===== config.mk =====
export PLATFORM = sky130hd
export DESIGN_NAME = bezier_curve_evaluator
export DESIGN_NICKNAME = d
export VERILOG_FILES = /design/src/hw/rtl/bce_pkg.sv /design/src/hw/rtl/bce_ram.sv /design/src/hw/rtl/bce_mac.sv /design/src/hw/rtl/bezier_curve_evaluator.sv
export SDC_FILE = /design/constraint.sdc
export NUM_CORES = 2
export LEC_CHECK = 0
export BUFFER_PORTS_ARGS = -buffer_cell sky130_fd_sc_hd__buf_2
export CAP_MARGIN = 40
export CORE_MARGIN = 1.5
export CORE_UTILIZATION = 30
export DETAILED_ROUTE_END_ITERATION = 10
export PLACE_DENSITY_LB_ADDON = 0.25
export SYNTH_ARGS = -nofsm -noshare
export SYNTH_HDL_FRONTEND = slang
export SYNTH_SLANG_ARGS = --single-unit

===== constraint.sdc =====
create_clock -name clk -period 35.5 [get_ports clk]
set_input_delay 1.775 -clock clk [delete_from_list [all_inputs] [get_ports clk]]
set_output_delay 1.775 -clock clk [all_outputs]
set_load 0.01 [all_outputs]

===== src/hw/rtl/bce_pkg.sv =====
// Shared constants and saturation helpers for the Bezier curve evaluator.
// Used by bce_mac and bezier_curve_evaluator; depends on nothing.
package bce_pkg;

  // default configuration
  localparam int MAX_POINTS_DEF = 16;
  localparam int FRAC_BITS_DEF  = 16;

  // datapath widths
  localparam int ACC_W = 64;  // exact sum accumulator
  localparam int AOP_W = 36;  // first operand of the shared multiplier

  // command codes
  localparam logic [1:0] OP_CLEAR  = 2'd0;
  localparam logic [1:0] OP_APPEND = 2'd1;
  localparam logic [1:0] OP_EVAL   = 2'd2;

  // clamp a wide signed value to a signed 32 bit word
  function automatic logic signed [31:0] sat_32(input logic signed [ACC_W-1:0] v);
    logic signed [ACC_W-1:0] hi;
    logic signed [ACC_W-1:0] lo;
    hi = ACC_W'(64'sh0000_0000_7FFF_FFFF);
    lo = -hi - ACC_W'(1);
    if (v > hi) begin
      return 32'sh7FFF_FFFF;
    end else if (v < lo) begin
      return 32'sh8000_0000;
    end
    return v[31:0];
  endfunction

  // clamp a wide signed value to a signed 48 bit word
  function automatic logic signed [47:0] sat_48(input logic signed [ACC_W-1:0] v);
    logic signed [ACC_W-1:0] hi;
    logic signed [ACC_W-1:0] lo;
    hi = ACC_W'(64'sh0000_7FFF_FFFF_FFFF);
    lo = -hi - ACC_W'(1);
    if (v > hi) begin
      return 48'sh7FFF_FFFF_FFFF;
    end else if (v < lo) begin
      return 48'sh8000_0000_0000;
    end
    return v[47:0];
  endfunction

endpackage


===== src/hw/rtl/bce_ram.sv =====
// Generic single-write, single-read RAM with registered read data.
// Stand-alone; no package needed.
module bce_ram #(
  parameter int WIDTH = 64,
  parameter int DEPTH = 16
) (
  input  logic                     clk,
  input  logic                     we,
  input  logic [$clog2(DEPTH)-1:0] waddr,
  input  logic [WIDTH-1:0]         wdata,
  input  logic [$clog2(DEPTH)-1:0] raddr,
  output logic [WIDTH-1:0]         rdata
);

  logic [WIDTH-1:0] mem [DEPTH];

  // write port and registered read port
  always_ff @(posedge clk) begin
    if (we) begin
      mem[waddr] <= wdata;
    end
    rdata <= mem[raddr];
  end

endmodule


===== src/hw/rtl/bce_mac.sv =====
// Shared signed multiply-add unit: sum = base + a * b.
// Uses bce_pkg for the operand and accumulator widths.
module bce_mac #(
  parameter int B_W = 22
) (
  input  logic signed [bce_pkg::AOP_W-1:0] a,
  input  logic signed [B_W-1:0]            b,
  input  logic signed [bce_pkg::ACC_W-1:0] base,
  output logic signed [bce_pkg::ACC_W-1:0] sum
);

  logic signed [bce_pkg::AOP_W+B_W-1:0] prod;

  // one product, added onto the selected base
  assign prod = a * b;
  assign sum  = base + bce_pkg::ACC_W'(prod);

endmodule


===== src/hw/rtl/bezier_curve_evaluator.sv =====
// Top level of the 2D Bezier curve evaluator: control-point store, sequencer.
// Depends on bce_pkg, bce_ram and bce_mac.
//
// Input channel (in_valid / in_stall) carries one command word: clear the
// point list, append a point (coord_x, coord_y), or evaluate at param_t.
// Clear and append give no result; an append to a full
// list is dropped. Evaluate gives one result word on the output channel
// (out_valid / out_stall): curve point, first and second derivative, count.
// One shared multiply-add unit builds Bernstein weights degree by degree
// (a decide step, then an A and a B pass per ring slot), then runs up to
// three weighted sums over the weight ring (read, x and y per point, a
// rotate step for each unused slot, then round and scale x and y). The
// result is out once the last sum is scaled; an empty list answers without
// any pass. in_stall drops in the same cycle that the result is registered.
// in_stall is high during evaluation. A finished result waits in the output
// register while out_stall is high; the next command is taken meanwhile,
// and a following evaluate holds its result until the register frees.
// Reset empties the list and drops any result; the point RAM is not cleared.
module bezier_curve_evaluator #(
  parameter int MAX_POINTS = bce_pkg::MAX_POINTS_DEF,
  parameter int FRAC_BITS  = bce_pkg::FRAC_BITS_DEF
) (
  input  logic               clk,
  input  logic               rst,
  input  logic               in_valid,
  output logic               in_stall,
  input  logic [1:0]         opcode,
  input  logic signed [31:0] coord_x,
  input  logic signed [31:0] coord_y,
  input  logic [16:0]        param_t,
  output logic               out_valid,
  input  logic               out_stall,
  output logic signed [31:0] point_x,
  output logic signed [31:0] point_y,
  output logic signed [47:0] slope_x,
  output logic signed [47:0] slope_y,
  output logic signed [47:0] bend_x,
  output logic signed [47:0] bend_y,
  output logic [4:0]         point_count
);

  localparam int ACC_W  = bce_pkg::ACC_W;
  localparam int AOP_W  = bce_pkg::AOP_W;
  localparam int IDX_W  = $clog2(MAX_POINTS);
  localparam int CNT_W  = $clog2(MAX_POINTS + 1);
  localparam int WW     = FRAC_BITS + 2;   // weight width, unsigned
  localparam int CW     = FRAC_BITS + 6;   // coefficient width, signed
  localparam logic [WW-1:0] ONE = WW'(1) << FRAC_BITS;
  localparam logic signed [ACC_W-1:0] HALF = ACC_W'(1) << (FRAC_BITS - 1);

  typedef enum logic [3:0] {
    S_IDLE, S_DECIDE, S_PASS_A, S_PASS_B, S_SUM_RD, S_SUM_X, S_SUM_Y,
    S_ROT, S_RND, S_FAC_X, S_FAC_Y, S_DONE
  } state_t;

  state_t                    state;
  logic [CNT_W-1:0]          count;
  logic [CNT_W-1:0]          deg;
  logic [1:0]                order;
  logic [IDX_W-1:0]          idx;
  logic [WW-1:0]             t_r;
  logic [WW-1:0]             s_r;
  logic [WW-1:0]             wq [MAX_POINTS];
  logic [WW-1:0]             wprev;
  logic [WW-1:0]             wd1;
  logic [WW-1:0]             wd2;
  logic signed [ACC_W-1:0]   accw;
  logic signed [ACC_W-1:0]   acc_x;
  logic signed [ACC_W-1:0]   acc_y;
  logic signed [AOP_W-1:0]   rnd_x;
  logic signed [AOP_W-1:0]   rnd_y;
  logic signed [CW-1:0]      factor;
  logic signed [31:0]        px;
  logic signed [31:0]        py;
  logic signed [47:0]        sx;
  logic signed [47:0]        sy;
  logic signed [47:0]        bx;
  logic signed [47:0]        by;

  logic                      in_acc;
  logic                      out_free;
  logic [WW-1:0]             t_sat;
  logic [CNT_W-1:0]          ord_gap;
  logic [CNT_W-1:0]          nm1;
  logic [2*CNT_W-1:0]        f2;
  logic                      ram_we;
  logic [63:0]               rdata;
  logic signed [31:0]        rd_x;
  logic signed [31:0]        rd_y;
  logic signed [CW-1:0]      w0s;
  logic signed [CW-1:0]      w1s;
  logic signed [CW-1:0]      w2s;
  logic signed [CW-1:0]      coef;
  logic signed [AOP_W-1:0]   mac_a;
  logic signed [CW-1:0]      mac_b;
  logic signed [ACC_W-1:0]   mac_base;
  logic signed [ACC_W-1:0]   mac_sum;
  logic [WW-1:0]             w_new;
  logic signed [ACC_W-1:0]   rsum_x;
  logic signed [ACC_W-1:0]   rsum_y;
  logic                      last_slot;
  logic                      more_pts;

  assign in_stall = (state != S_IDLE);
  assign in_acc   = in_valid && !in_stall;
  assign out_free = !out_valid || !out_stall;

  // clamp t to one and work out the order and scale of the next sum
  assign t_sat   = (WW'(param_t) > ONE) ? ONE : WW'(param_t);
  assign ord_gap = count - CNT_W'(1) - deg;
  assign nm1     = count - CNT_W'(1);
  assign f2      = (2*CNT_W)'(nm1) * (2*CNT_W)'(count - CNT_W'(2));

  // point store
  assign ram_we = in_acc && (opcode == bce_pkg::OP_APPEND) &&
                  (count < CNT_W'(MAX_POINTS));

  bce_ram #(
    .WIDTH(64),
    .DEPTH(MAX_POINTS)
  ) u_store (
    .clk  (clk),
    .we   (ram_we),
    .waddr(count[IDX_W-1:0]),
    .wdata({coord_x, coord_y}),
    .raddr(idx),
    .rdata(rdata)
  );

  assign rd_x = rdata[63:32];
  assign rd_y = rdata[31:0];

  // weight-difference coefficient for the current point
  assign w0s = CW'(wq[0]);
  assign w1s = CW'(wd1);
  assign w2s = CW'(wd2);
  always_comb begin
    unique case (order)
      2'd0:    coef = w0s;
      2'd1:    coef = w1s - w0s;
      default: coef = w2s - (w1s <<< 1) + w0s;
    endcase
  end

  // select operands of the shared multiply-add unit
  always_comb begin
    mac_a    = '0;
    mac_b    = '0;
    mac_base = '0;
    unique case (state)
      S_PASS_A: begin
        mac_a    = AOP_W'(wq[0]);
        mac_b    = CW'(s_r);
        mac_base = HALF;
      end
      S_PASS_B: begin
        mac_a    = AOP_W'(wprev);
        mac_b    = CW'(t_r);
        mac_base = accw;
      end
      S_SUM_X: begin
        mac_a    = AOP_W'(rd_x);
        mac_b    = coef;
        mac_base = acc_x;
      end
      S_SUM_Y: begin
        mac_a    = AOP_W'(rd_y);
        mac_b    = coef;
        mac_base = acc_y;
      end
      S_FAC_X: begin
        mac_a = rnd_x;
        mac_b = factor;
      end
      S_FAC_Y: begin
        mac_a = rnd_y;
        mac_b = factor;
      end
      default: begin
        mac_a    = '0;
      end
    endcase
  end

  bce_mac #(
    .B_W(CW)
  ) u_mac (
    .a   (mac_a),
    .b   (mac_b),
    .base(mac_base),
    .sum (mac_sum)
  );

  assign w_new     = mac_sum[FRAC_BITS+WW-1:FRAC_BITS];
  assign rsum_x    = (acc_x + HALF) >>> FRAC_BITS;
  assign rsum_y    = (acc_y + HALF) >>> FRAC_BITS;
  assign last_slot = (idx == IDX_W'(MAX_POINTS - 1));
  assign more_pts  = (CNT_W'(idx) + CNT_W'(1)) < count;

  // sequencer, store count and result registers
  always_ff @(posedge clk) begin
    if (rst) begin
      state     <= S_IDLE;
      count     <= '0;
      out_valid <= 1'b0;
    end else begin
      if (out_valid && !out_stall && (state != S_DONE)) begin
        out_valid <= 1'b0;
      end
      unique case (state)
        S_IDLE: begin
          if (in_acc) begin
            priority case (opcode)
              bce_pkg::OP_CLEAR: count <= '0;
              bce_pkg::OP_APPEND: begin
                if (ram_we) begin
                  count <= count + CNT_W'(1);
                end
              end
              bce_pkg::OP_EVAL: begin
                t_r <= t_sat;
                s_r <= ONE - t_sat;
                px  <= '0;
                py  <= '0;
                sx  <= '0;
                sy  <= '0;
                bx  <= '0;
                by  <= '0;
                deg <= '0;
                for (int k = 0; k < MAX_POINTS; k++) begin
                  wq[k] <= (k == 0) ? ONE : '0;
                end
                state <= (count == '0) ? S_DONE : S_DECIDE;
              end
              default: ;
            endcase
          end
        end
        S_DECIDE: begin
          idx <= '0;
          if (ord_gap <= CNT_W'(2)) begin
            order <= ord_gap[1:0];
            acc_x <= '0;
            acc_y <= '0;
            wd1   <= '0;
            wd2   <= '0;
            priority if (ord_gap == CNT_W'(0)) begin
              factor <= CW'(1);
            end else if (ord_gap == CNT_W'(1)) begin
              factor <= CW'(nm1);
            end else begin
              factor <= CW'(f2);
            end
            state <= S_SUM_RD;
          end else begin
            wprev <= '0;
            state <= S_PASS_A;
          end
        end
        S_PASS_A: begin
          accw  <= mac_sum;
          state <= S_PASS_B;
        end
        S_PASS_B: begin
          // shift the weight ring, new weight enters at the tail
          for (int k = 0; k < MAX_POINTS - 1; k++) begin
            wq[k] <= wq[k+1];
          end
          wq[MAX_POINTS-1] <= w_new;
          wprev <= wq[0];
          if (last_slot) begin
            idx   <= '0;
            deg   <= deg + CNT_W'(1);
            state <= S_DECIDE;
          end else begin
            idx   <= idx + IDX_W'(1);
            state <= S_PASS_A;
          end
        end
        S_SUM_RD: state <= S_SUM_X;
        S_SUM_X: begin
          acc_x <= mac_sum;
          state <= S_SUM_Y;
        end
        S_SUM_Y: begin
          acc_y <= mac_sum;
          for (int k = 0; k < MAX_POINTS - 1; k++) begin
            wq[k] <= wq[k+1];
          end
          wq[MAX_POINTS-1] <= wq[0];
          wd1 <= wq[0];
          wd2 <= wd1;
          if (last_slot) begin
            state <= S_RND;
          end else begin
            idx   <= idx + IDX_W'(1);
            state <= more_pts ? S_SUM_RD : S_ROT;
          end
        end
        S_ROT: begin
          // realign the weight ring for the next pass
          for (int k = 0; k < MAX_POINTS - 1; k++) begin
            wq[k] <= wq[k+1];
          end
          wq[MAX_POINTS-1] <= wq[0];
          if (last_slot) begin
            state <= S_RND;
          end else begin
            idx <= idx + IDX_W'(1);
          end
        end
        S_RND: begin
          rnd_x <= AOP_W'(rsum_x);
          rnd_y <= AOP_W'(rsum_y);
          state <= S_FAC_X;
        end
        S_FAC_X: begin
          unique case (order)
            2'd0:    px <= bce_pkg::sat_32(mac_sum);
            2'd1:    sx <= bce_pkg::sat_48(mac_sum);
            default: bx <= bce_pkg::sat_48(mac_sum);
          endcase
          state <= S_FAC_Y;
        end
        S_FAC_Y: begin
          unique case (order)
            2'd0:    py <= bce_pkg::sat_32(mac_sum);
            2'd1:    sy <= bce_pkg::sat_48(mac_sum);
            default: by <= bce_pkg::sat_48(mac_sum);
          endcase
          idx <= '0;
          if (order == 2'd0) begin
            state <= S_DONE;
          end else begin
            wprev <= '0;
            state <= S_PASS_A;
          end
        end
        S_DONE: begin
          // hold until the output register is free
          if (out_free) begin
            point_x     <= px;
            point_y     <= py;
            slope_x     <= sx;
            slope_y     <= sy;
            bend_x      <= bx;
            bend_y      <= by;
            point_count <= 5'(count);
            out_valid   <= 1'b1;
            state       <= S_IDLE;
          end
        end
        default: state <= S_IDLE;
      endcase
    end
  end

  // the stored count never passes capacity
  a_count_cap: assert property (@(posedge clk) disable iff (rst)
    count <= CNT_W'(MAX_POINTS))
    else $error("point count above capacity");

  // an append to a full list leaves the count alone
  a_full_drop: assert property (@(posedge clk) disable iff (rst)
    in_acc && (opcode == bce_pkg::OP_APPEND) && (count == CNT_W'(MAX_POINTS))
    |=> count == CNT_W'(MAX_POINTS))
    else $error("append to full list changed the count");

  // an accepted evaluate makes the block busy
  a_eval_busy: assert property (@(posedge clk) disable iff (rst)
    in_acc && (opcode == bce_pkg::OP_EVAL) |=> in_stall)
    else $error("evaluate accepted without going busy");

  // a new result carries the current count
  a_res_count: assert property (@(posedge clk) disable iff (rst)
    $rose(out_valid) |-> point_count == 5'(count))
    else $error("result count differs from stored count");

endmodule

* Word-level counts from Yosys, hierarchy flattened
Memories as Yosys holds them, arrays and structs flattened. A register that Yosys moved wholly into a read port is not among the register bits.
Index checks and enable logic that the tools add are counted.
** Word-level totals
- Register bits :: 914
- RAM bits :: 1312
- Word-level logic and storage cells :: 333
- Memories :: 2
** Operators by class
- Add/sub/neg operators :: 14
- $mul :: 2
- Order comparisons :: 8
- Equal/unequal tests :: 33
- Multiplexer cells :: 147
- Bitwise gates (word level) :: 49
- Reduce and logical (&&, ||, !) cells :: 47
** Memories
- u_store.mem :: words 16, width 64, rd ports 1, clocked after Yosys merged registers in 1, write ports 1, line bce_ram.sv:15 : logic [WIDTH-1:0] mem [DEPTH];
- wq :: words 16, width 18, rd ports 16, clocked after Yosys merged registers in 0, write ports 16, line bezier_curve_evaluator.sv:63 : logic [WW-1:0] wq [MAX_POINTS];
** Operators with widths (number)
- 18-bit two-way mux :: 51
- 48-bit two-way mux :: 12
- 48-bit case mux with 2 select lines :: 4
- 32-bit two-way mux :: 8
- 64-bit case mux with 2 select lines :: 2
- 64-bit case mux with 4 select lines :: 1
- 36-bit case mux with 6 select lines :: 1
- 32-bit case mux with 2 select lines :: 2
- 52-bit by 17-bit adder with 52-bit output, second input constant :: 2
- 22-bit case mux with 4 select lines :: 1
- 18-bit case mux with 2 select lines :: 2
- 64-bit by 58-bit adder with 64-bit output :: 1
- 64-bit by 32-bit greater-than comparator with 1-bit output, second input constant :: 1
- 64-bit by 48-bit greater-than comparator with 1-bit output, second input constant :: 1
- 64-bit by 32-bit less-than comparator with 1-bit output, second input constant :: 1
- 64-bit by 48-bit less-than comparator with 1-bit output, second input constant :: 1
- 64-bit two-way mux :: 1
- 36-bit by 22-bit multiplier with 58-bit output :: 1
- 18-bit case mux with 3 select lines :: 1
- 1-bit bitwise OR :: 48
- 4-bit case mux with 12 select lines :: 1
- 22-bit case mux with 2 select lines :: 1
- 1-bit two-way mux :: 38
- 4-bit two-way mux :: 9
- other kinds (46) :: 109

* Logic depth before layout (Yosys ltp)
- Word-level depth :: 15
- Gate-level depth with buffers :: 54
- Mapped depth without buffers :: 50

* Modules after synthesis
From an unflattened synthesis, not the netlist that was laid out.
** Second synthesis, totals
- Cell total of the unflattened synthesis :: 8471
- Area, all modules :: 119649.8 sq um
** By module, submodules not included
- bezier_curve_evaluator :: times used 1, cells each 3355, area each 48716.7 sq um, seq. area each 35574.1 sq um
- bce_ram :: times used 1, cells each 1647, area each 39583.0 sq um, seq. area each 32030.7 sq um
- bce_mac :: times used 1, cells each 3469, area each 31350.1 sq um, seq. area each 0.0 sq um

* Worst setup path after synthesis
Ideal clock, no wire load.
- Path kind :: input port to flip-flop
- Start point :: in rst
- End point :: reg bend_x[0], enable pin
- Data arrival time :: 20882 ps
- Path slack :: 13362 ps
- Stages :: 2
- Buffers on the path :: 1
- Path through :: clkbuf_1 > nor3b_1
** Between the ends
- Word-level cells in the longest chain between the ends :: 2
** Ends and longest elaborated chain
- from (decl) :: line bezier_curve_evaluator.sv:24 : input logic rst,
- 1-bit inverter (no source line)
- 3-bit AND reduction (no source line)
- to (signal assigned) :: line bezier_curve_evaluator.sv:346 : bend_x <= bx;
- to (decl) :: line bezier_curve_evaluator.sv:37 : output logic signed [47:0] bend_x,
No other way between the ends.
A chain may end at the register's enable or synchronous reset.

* Worst setup path in the final report
- Start point :: reg wd2[1]
- End point :: reg by[17] (data pin)
** Between the ends
- Word-level cells in the longest chain between the ends :: 15
- Elaborated cells between the ends (all ways) :: 17
- Those cells by class :: add/sub (3); mul (1); order compare (2); mux (11)
** Ends and longest elaborated chain
- from (decl) :: line bezier_curve_evaluator.sv:66 : logic [WW-1:0] wd2;
- from (signal assigned) :: line bezier_curve_evaluator.sv:292 : wd2 <= wd1;
- 18-bit by 19-bit subtractor with 20-bit output (*) :: line bezier_curve_evaluator.sv:141 : default: coef = w2s - (w1s <<< 1) + w0s;
- 20-bit by 19-bit adder with 21-bit output (*) :: line bezier_curve_evaluator.sv:141
- 22-bit case mux with 2 select lines (*) :: line bezier_curve_evaluator.sv:138 : unique case (order)
- 22-bit case mux with 4 select lines (*) :: line bezier_curve_evaluator.sv:150 : unique case (state)
- 36-bit by 22-bit multiplier with 58-bit output (*) :: line bce_mac.sv:15 : assign prod = a * b;
- 64-bit by 58-bit adder with 64-bit output (*) :: line bce_mac.sv:16 : assign sum = base + bce_pkg::ACC_W'(prod);
- 64-bit by 48-bit less-than comparator with 1-bit output :: line bce_pkg.sv:40 : end else if (v < lo) begin
- 1-bit two-way mux :: line bce_pkg.sv:40
- 1-bit two-way mux (2 in series)
- 1-bit two-way mux :: line bezier_curve_evaluator.sv:210 : unique case (state)
- 1-bit two-way mux :: line bezier_curve_evaluator.sv:202 : if (rst) begin
- 48-bit two-way mux (*) :: line bce_pkg.sv:43 : return v[47:0];
- 48-bit two-way mux (*) :: line bezier_curve_evaluator.sv:326 : unique case (order)
- 48-bit case mux with 2 select lines (*) :: line bezier_curve_evaluator.sv:210
- to (signal assigned) :: line bezier_curve_evaluator.sv:329 : default: by <= bce_pkg::sat_48(mac_sum);
- to (decl) :: line bezier_curve_evaluator.sv:78 : logic signed [47:0] by;
Every way passes the cells marked *; elsewhere a longest branch is shown, timed or not. The select of a mux whose other input is x is not followed.

==> flow_summary.json <==
{
  "hold_buffers": 0,
  "antenna_found_initial": 81,
  "syn_inst": 8508,
  "crit_type": "reg -> reg",
  "start_util": 0.301,
  "hp-start": "by[17]",
  "clock_skew_ns": 0.0659,
  "via_per_inst": 4.93,
  "htreeDepth": 4,
  "multiInputGateArea_sq_mm": 0.0469,
  "gp_congestion": 0.908,
  "drt-initial-drc-count": 6942,
  "grt_pass1_wl_um": 523000,
  "required_ns": 36.07,
  "max_freq_ghz": 0.0661,
  "max_cap_violations": 0,
  "dieArea_sq_mm": 0.404,
  "firstDrtPassIters": 9,
  "max_slew_margin": 0.194,
  "status": "finished clean",
  "cts_setup_buffers": 0,
  "cp.arrival_ns": 15.70,
  "combPwrFrac": 0.338,
  "track_usage": 0.176,
  "synth-edff-count": 2202,
  "hpwl_um": 252000,
  "p_int_w": 0.00559,
  "drt_wl_total_um": 360000,
  "layout_min_cycle_time_ns": 15.12,
  "p_leak_nw": 52.2,
  "final_layout_size_suffix_gt1_frac": 0.150,
  "slowest_delay_ns": 0.75,
  "numCtsBuffers": 236,
  "synth_area_per_cell_sq_um": 14.1,
  "num_vias": 71004,
  "dieHeight_um": 635,
  "ff_latch_area_sq_mm": 0.0676,
  "cts-root-buf": "clkbuf_16",
  "cpMostUsedCell": "fa_1",
  "end_kind": "flop",
  "slew_viol_final": 0,
  "p_switching_w": 0.00329,
  "hold_viol": 0,
  "async_flop_share": 0,
  "cts_tree": "done",
  "design.core.area_sq_mm": 0.399,
  "finalCritPeriodShare": 0.426,
  "dp.cells": 13954,
  "synth_seq_cells": 2276,
  "num_rows": 232,
  "drt-wirelength-per-cell_um": 25.0,
  "ys_seq_area_frac": 0.564,
  "grt_max_degree": 157,
  "cts_sinks": 2276,
  "clk_path_buf_depth": 4,
  "clkPwrFrac": 0.273,
  "die_w_um": 635,
  "stdcell_count": 14393,
  "area_delta_synth_final_pct": 14.5,
  "fill_cells": 38467,
  "clkLatencyLatePin_ns": 0.93,
  "cpMaxStageDelayCell": "buf_4",
  "min_path_type": "reg -> reg",
  "critPathMaxFanout": 68,
  "grt_overflow": 0,
  "hold_slack_ns": 0.394,
  "power_density_mw_per_mm2": 64.6,
  "synth.distinct_cells": 82,
  "fin_tns_setup_ns": 0,
  "ys_warn_count": 0,
  "startpoint_type": "flop",
  "synthFlopType": "edfxtp_1",
  "ios": 350,
  "layout.nets": 10228,
  "first_global_vias": 73745,
  "cts_resized": 0,
  "cp-startpoint": "wd2[1]",
  "drcViolationCount": 0,
  "tightest_slew_ns": 1.21,
  "final_util": 0.345,
  "rsz0062_at_grt": "false",
  "drtAntennaViolNets": 0,
  "numPortBuffers": 349,
  "ir_worst_vdd_v": 0.000155,
  "clkSlewWorstSetupHoldPaths_ns": 0.06,
  "finalSetupViolations": 0,
  "netlist_area_sq_mm": 0.120,
  "swShare": 0.371,
  "r2r-start": "wd2[1]",
  "p_seq_frac": 0.389,
  "syn-num-nets": 9808
}
-- cells in the final DEF, fill, tap and decap left out, drive strengths merged, types with 11 or more instances in the layout --
cell / n
o21ai: 110
mux4: 320
nand2b: 22
o31ai: 12
a31oi: 35
nor3: 46
buf: 591
dfxtp: 74
fa: 930
bufinv: 17
o211ai: 17
ha: 283
xor2: 73
nor4: 15
nor2: 465
a21oi: 327
a22oi: 69
nand4: 43
mux2i: 11
inv: 1211
nand2: 803
nor2b: 129
a211oi: 20
a2111oi: 12
clkbuf: 296
o21a: 21
and3: 41
nand3: 103
o21bai: 16
or2: 35
or3: 18
xnor2: 140
a21o: 45
clkinv: 100
and2: 271
edfxtp: 2202
a222oi: 84
-- layer usage --
layer  global-route usage  up-vias  part of all wire
met3               0.0294      645             0.066
met2                0.290     2489              0.48
met1                0.236    37494              0.42
met4               0.0582       40             0.037
li1                     -    30336                 -
met5                    0        -           0.00071
-- cell type report --
cell class / instances / area share
sequential: 2276 / 0.492
tap: 5265 / 0.0480
clock buffer: 296 / 0.0454
antenna: 9 / 0.000164
multi-input combinational: 4620 / 0.341
inverter: 1203 / 0.0329
timing repair buffer: 591 / 0.0313
clock inverter: 133 / 0.00869
-- kinds of logic after synthesis --
group / Yosys count / share of synthesized area
AOI/OAI and AO/OA: 833 / 0.0455
xor gates and xnor gates: 213 / 0.0156
adders and majority gates: 1213 / 0.185
buffers and inverters: 1612 / 0.0511
DFF: 2276 / 0.564
muxes: 338 / 0.0617
other: 1 / 0.0000313
and+or+nand+nor: 2022 / 0.0779
-- state kept, by name, summed over array words and instances, names as in the netlist, 64 cells and up --
signal,cells
acc_x,64
acc_y,64
accw,64
u_store.mem,1024
u_store.rdata,64
wq,288
-- path summary, 6_finish.rpt --
path                                   end  slack (ns)  cells after the start
worst max-delay path                by[17]       20.38                     48
worst min-delay path            bend_y[17]        0.39                      0
worst max register to register      by[17]       20.38                     48
worst min register to register  bend_y[17]        0.39                      0
-- cell usage after synthesis, types with 19 or more instances --
cell / n / area, sq um
a211oi_1: 19 / 143
a21o_1: 45 / 338
a21oi_1: 327 / 1640
a222oi_1: 84 / 841
a22oi_1: 69 / 518
a31oi_1: 35 / 219
and2_1: 270 / 1690
and3_1: 41 / 257
buf_1: 37 / 139
buf_2: 21 / 105
clkbuf_1: 344 / 1290
dfxtp_1: 74 / 1480
edfxtp_1: 2202 / 66100
fa_1: 930 / 18600
ha_1: 283 / 3540
inv_1: 1199 / 4500
mux4_2: 320 / 7210
nand2_1: 803 / 3010
nand2b_1: 22 / 138
nand3_1: 103 / 515
nand4_1: 43 / 269
nor2_1: 465 / 1750
nor2b_1: 129 / 807
nor3_1: 46 / 230
o21a_1: 21 / 158
o21ai_0: 87 / 435
o21ai_1: 23 / 115
or2_2: 29 / 181
xnor2_1: 140 / 1230
xor2_1: 73 / 639
-- per-stage QoR --
step / power [W] / setup WS [ns] / instance area, sq um
3_5_place_dp: 0.00650 / 20.71 / 130000
3_3_place_gp: 0.00638 / 20.19 / 129000
2_1_floorplan: 0.00513 / 13.36 / 120000
4_1_cts: 0.00895 / 20.59 / 137000
5_1_grt: 0.00929 / 19.37 / 137000
6_report: 0.00888 / 20.38 / 137000
-- critical path, delay by kind of cell, from the launching register on --
kind                     cells  cell delay (ns)
AO/OA/AOI/OAI               12             3.09
XOR/XNOR                     1             0.37
adder cells (fa/ha/maj)     11             4.67
buffers and inverters        9             1.82
flip-flops                   1             0.37
multiplexers                 1             0.70
AND/OR/NAND/NOR             14             3.53
-- power groups by stage --
stage / Clock (W) / Sequential [W] / Combinational [W]
after floorplan: 0 / 0.00342 / 0.00172
after global placement: 0 / 0.00351 / 0.00287
after detailed placement: 0 / 0.00351 / 0.00300
after CTS: 0.00248 / 0.00345 / 0.00301
after global routing: 0.00258 / 0.00347 / 0.00324
final: 0.00242 / 0.00346 / 0.00300
Power figures use the tool's default switching activity.
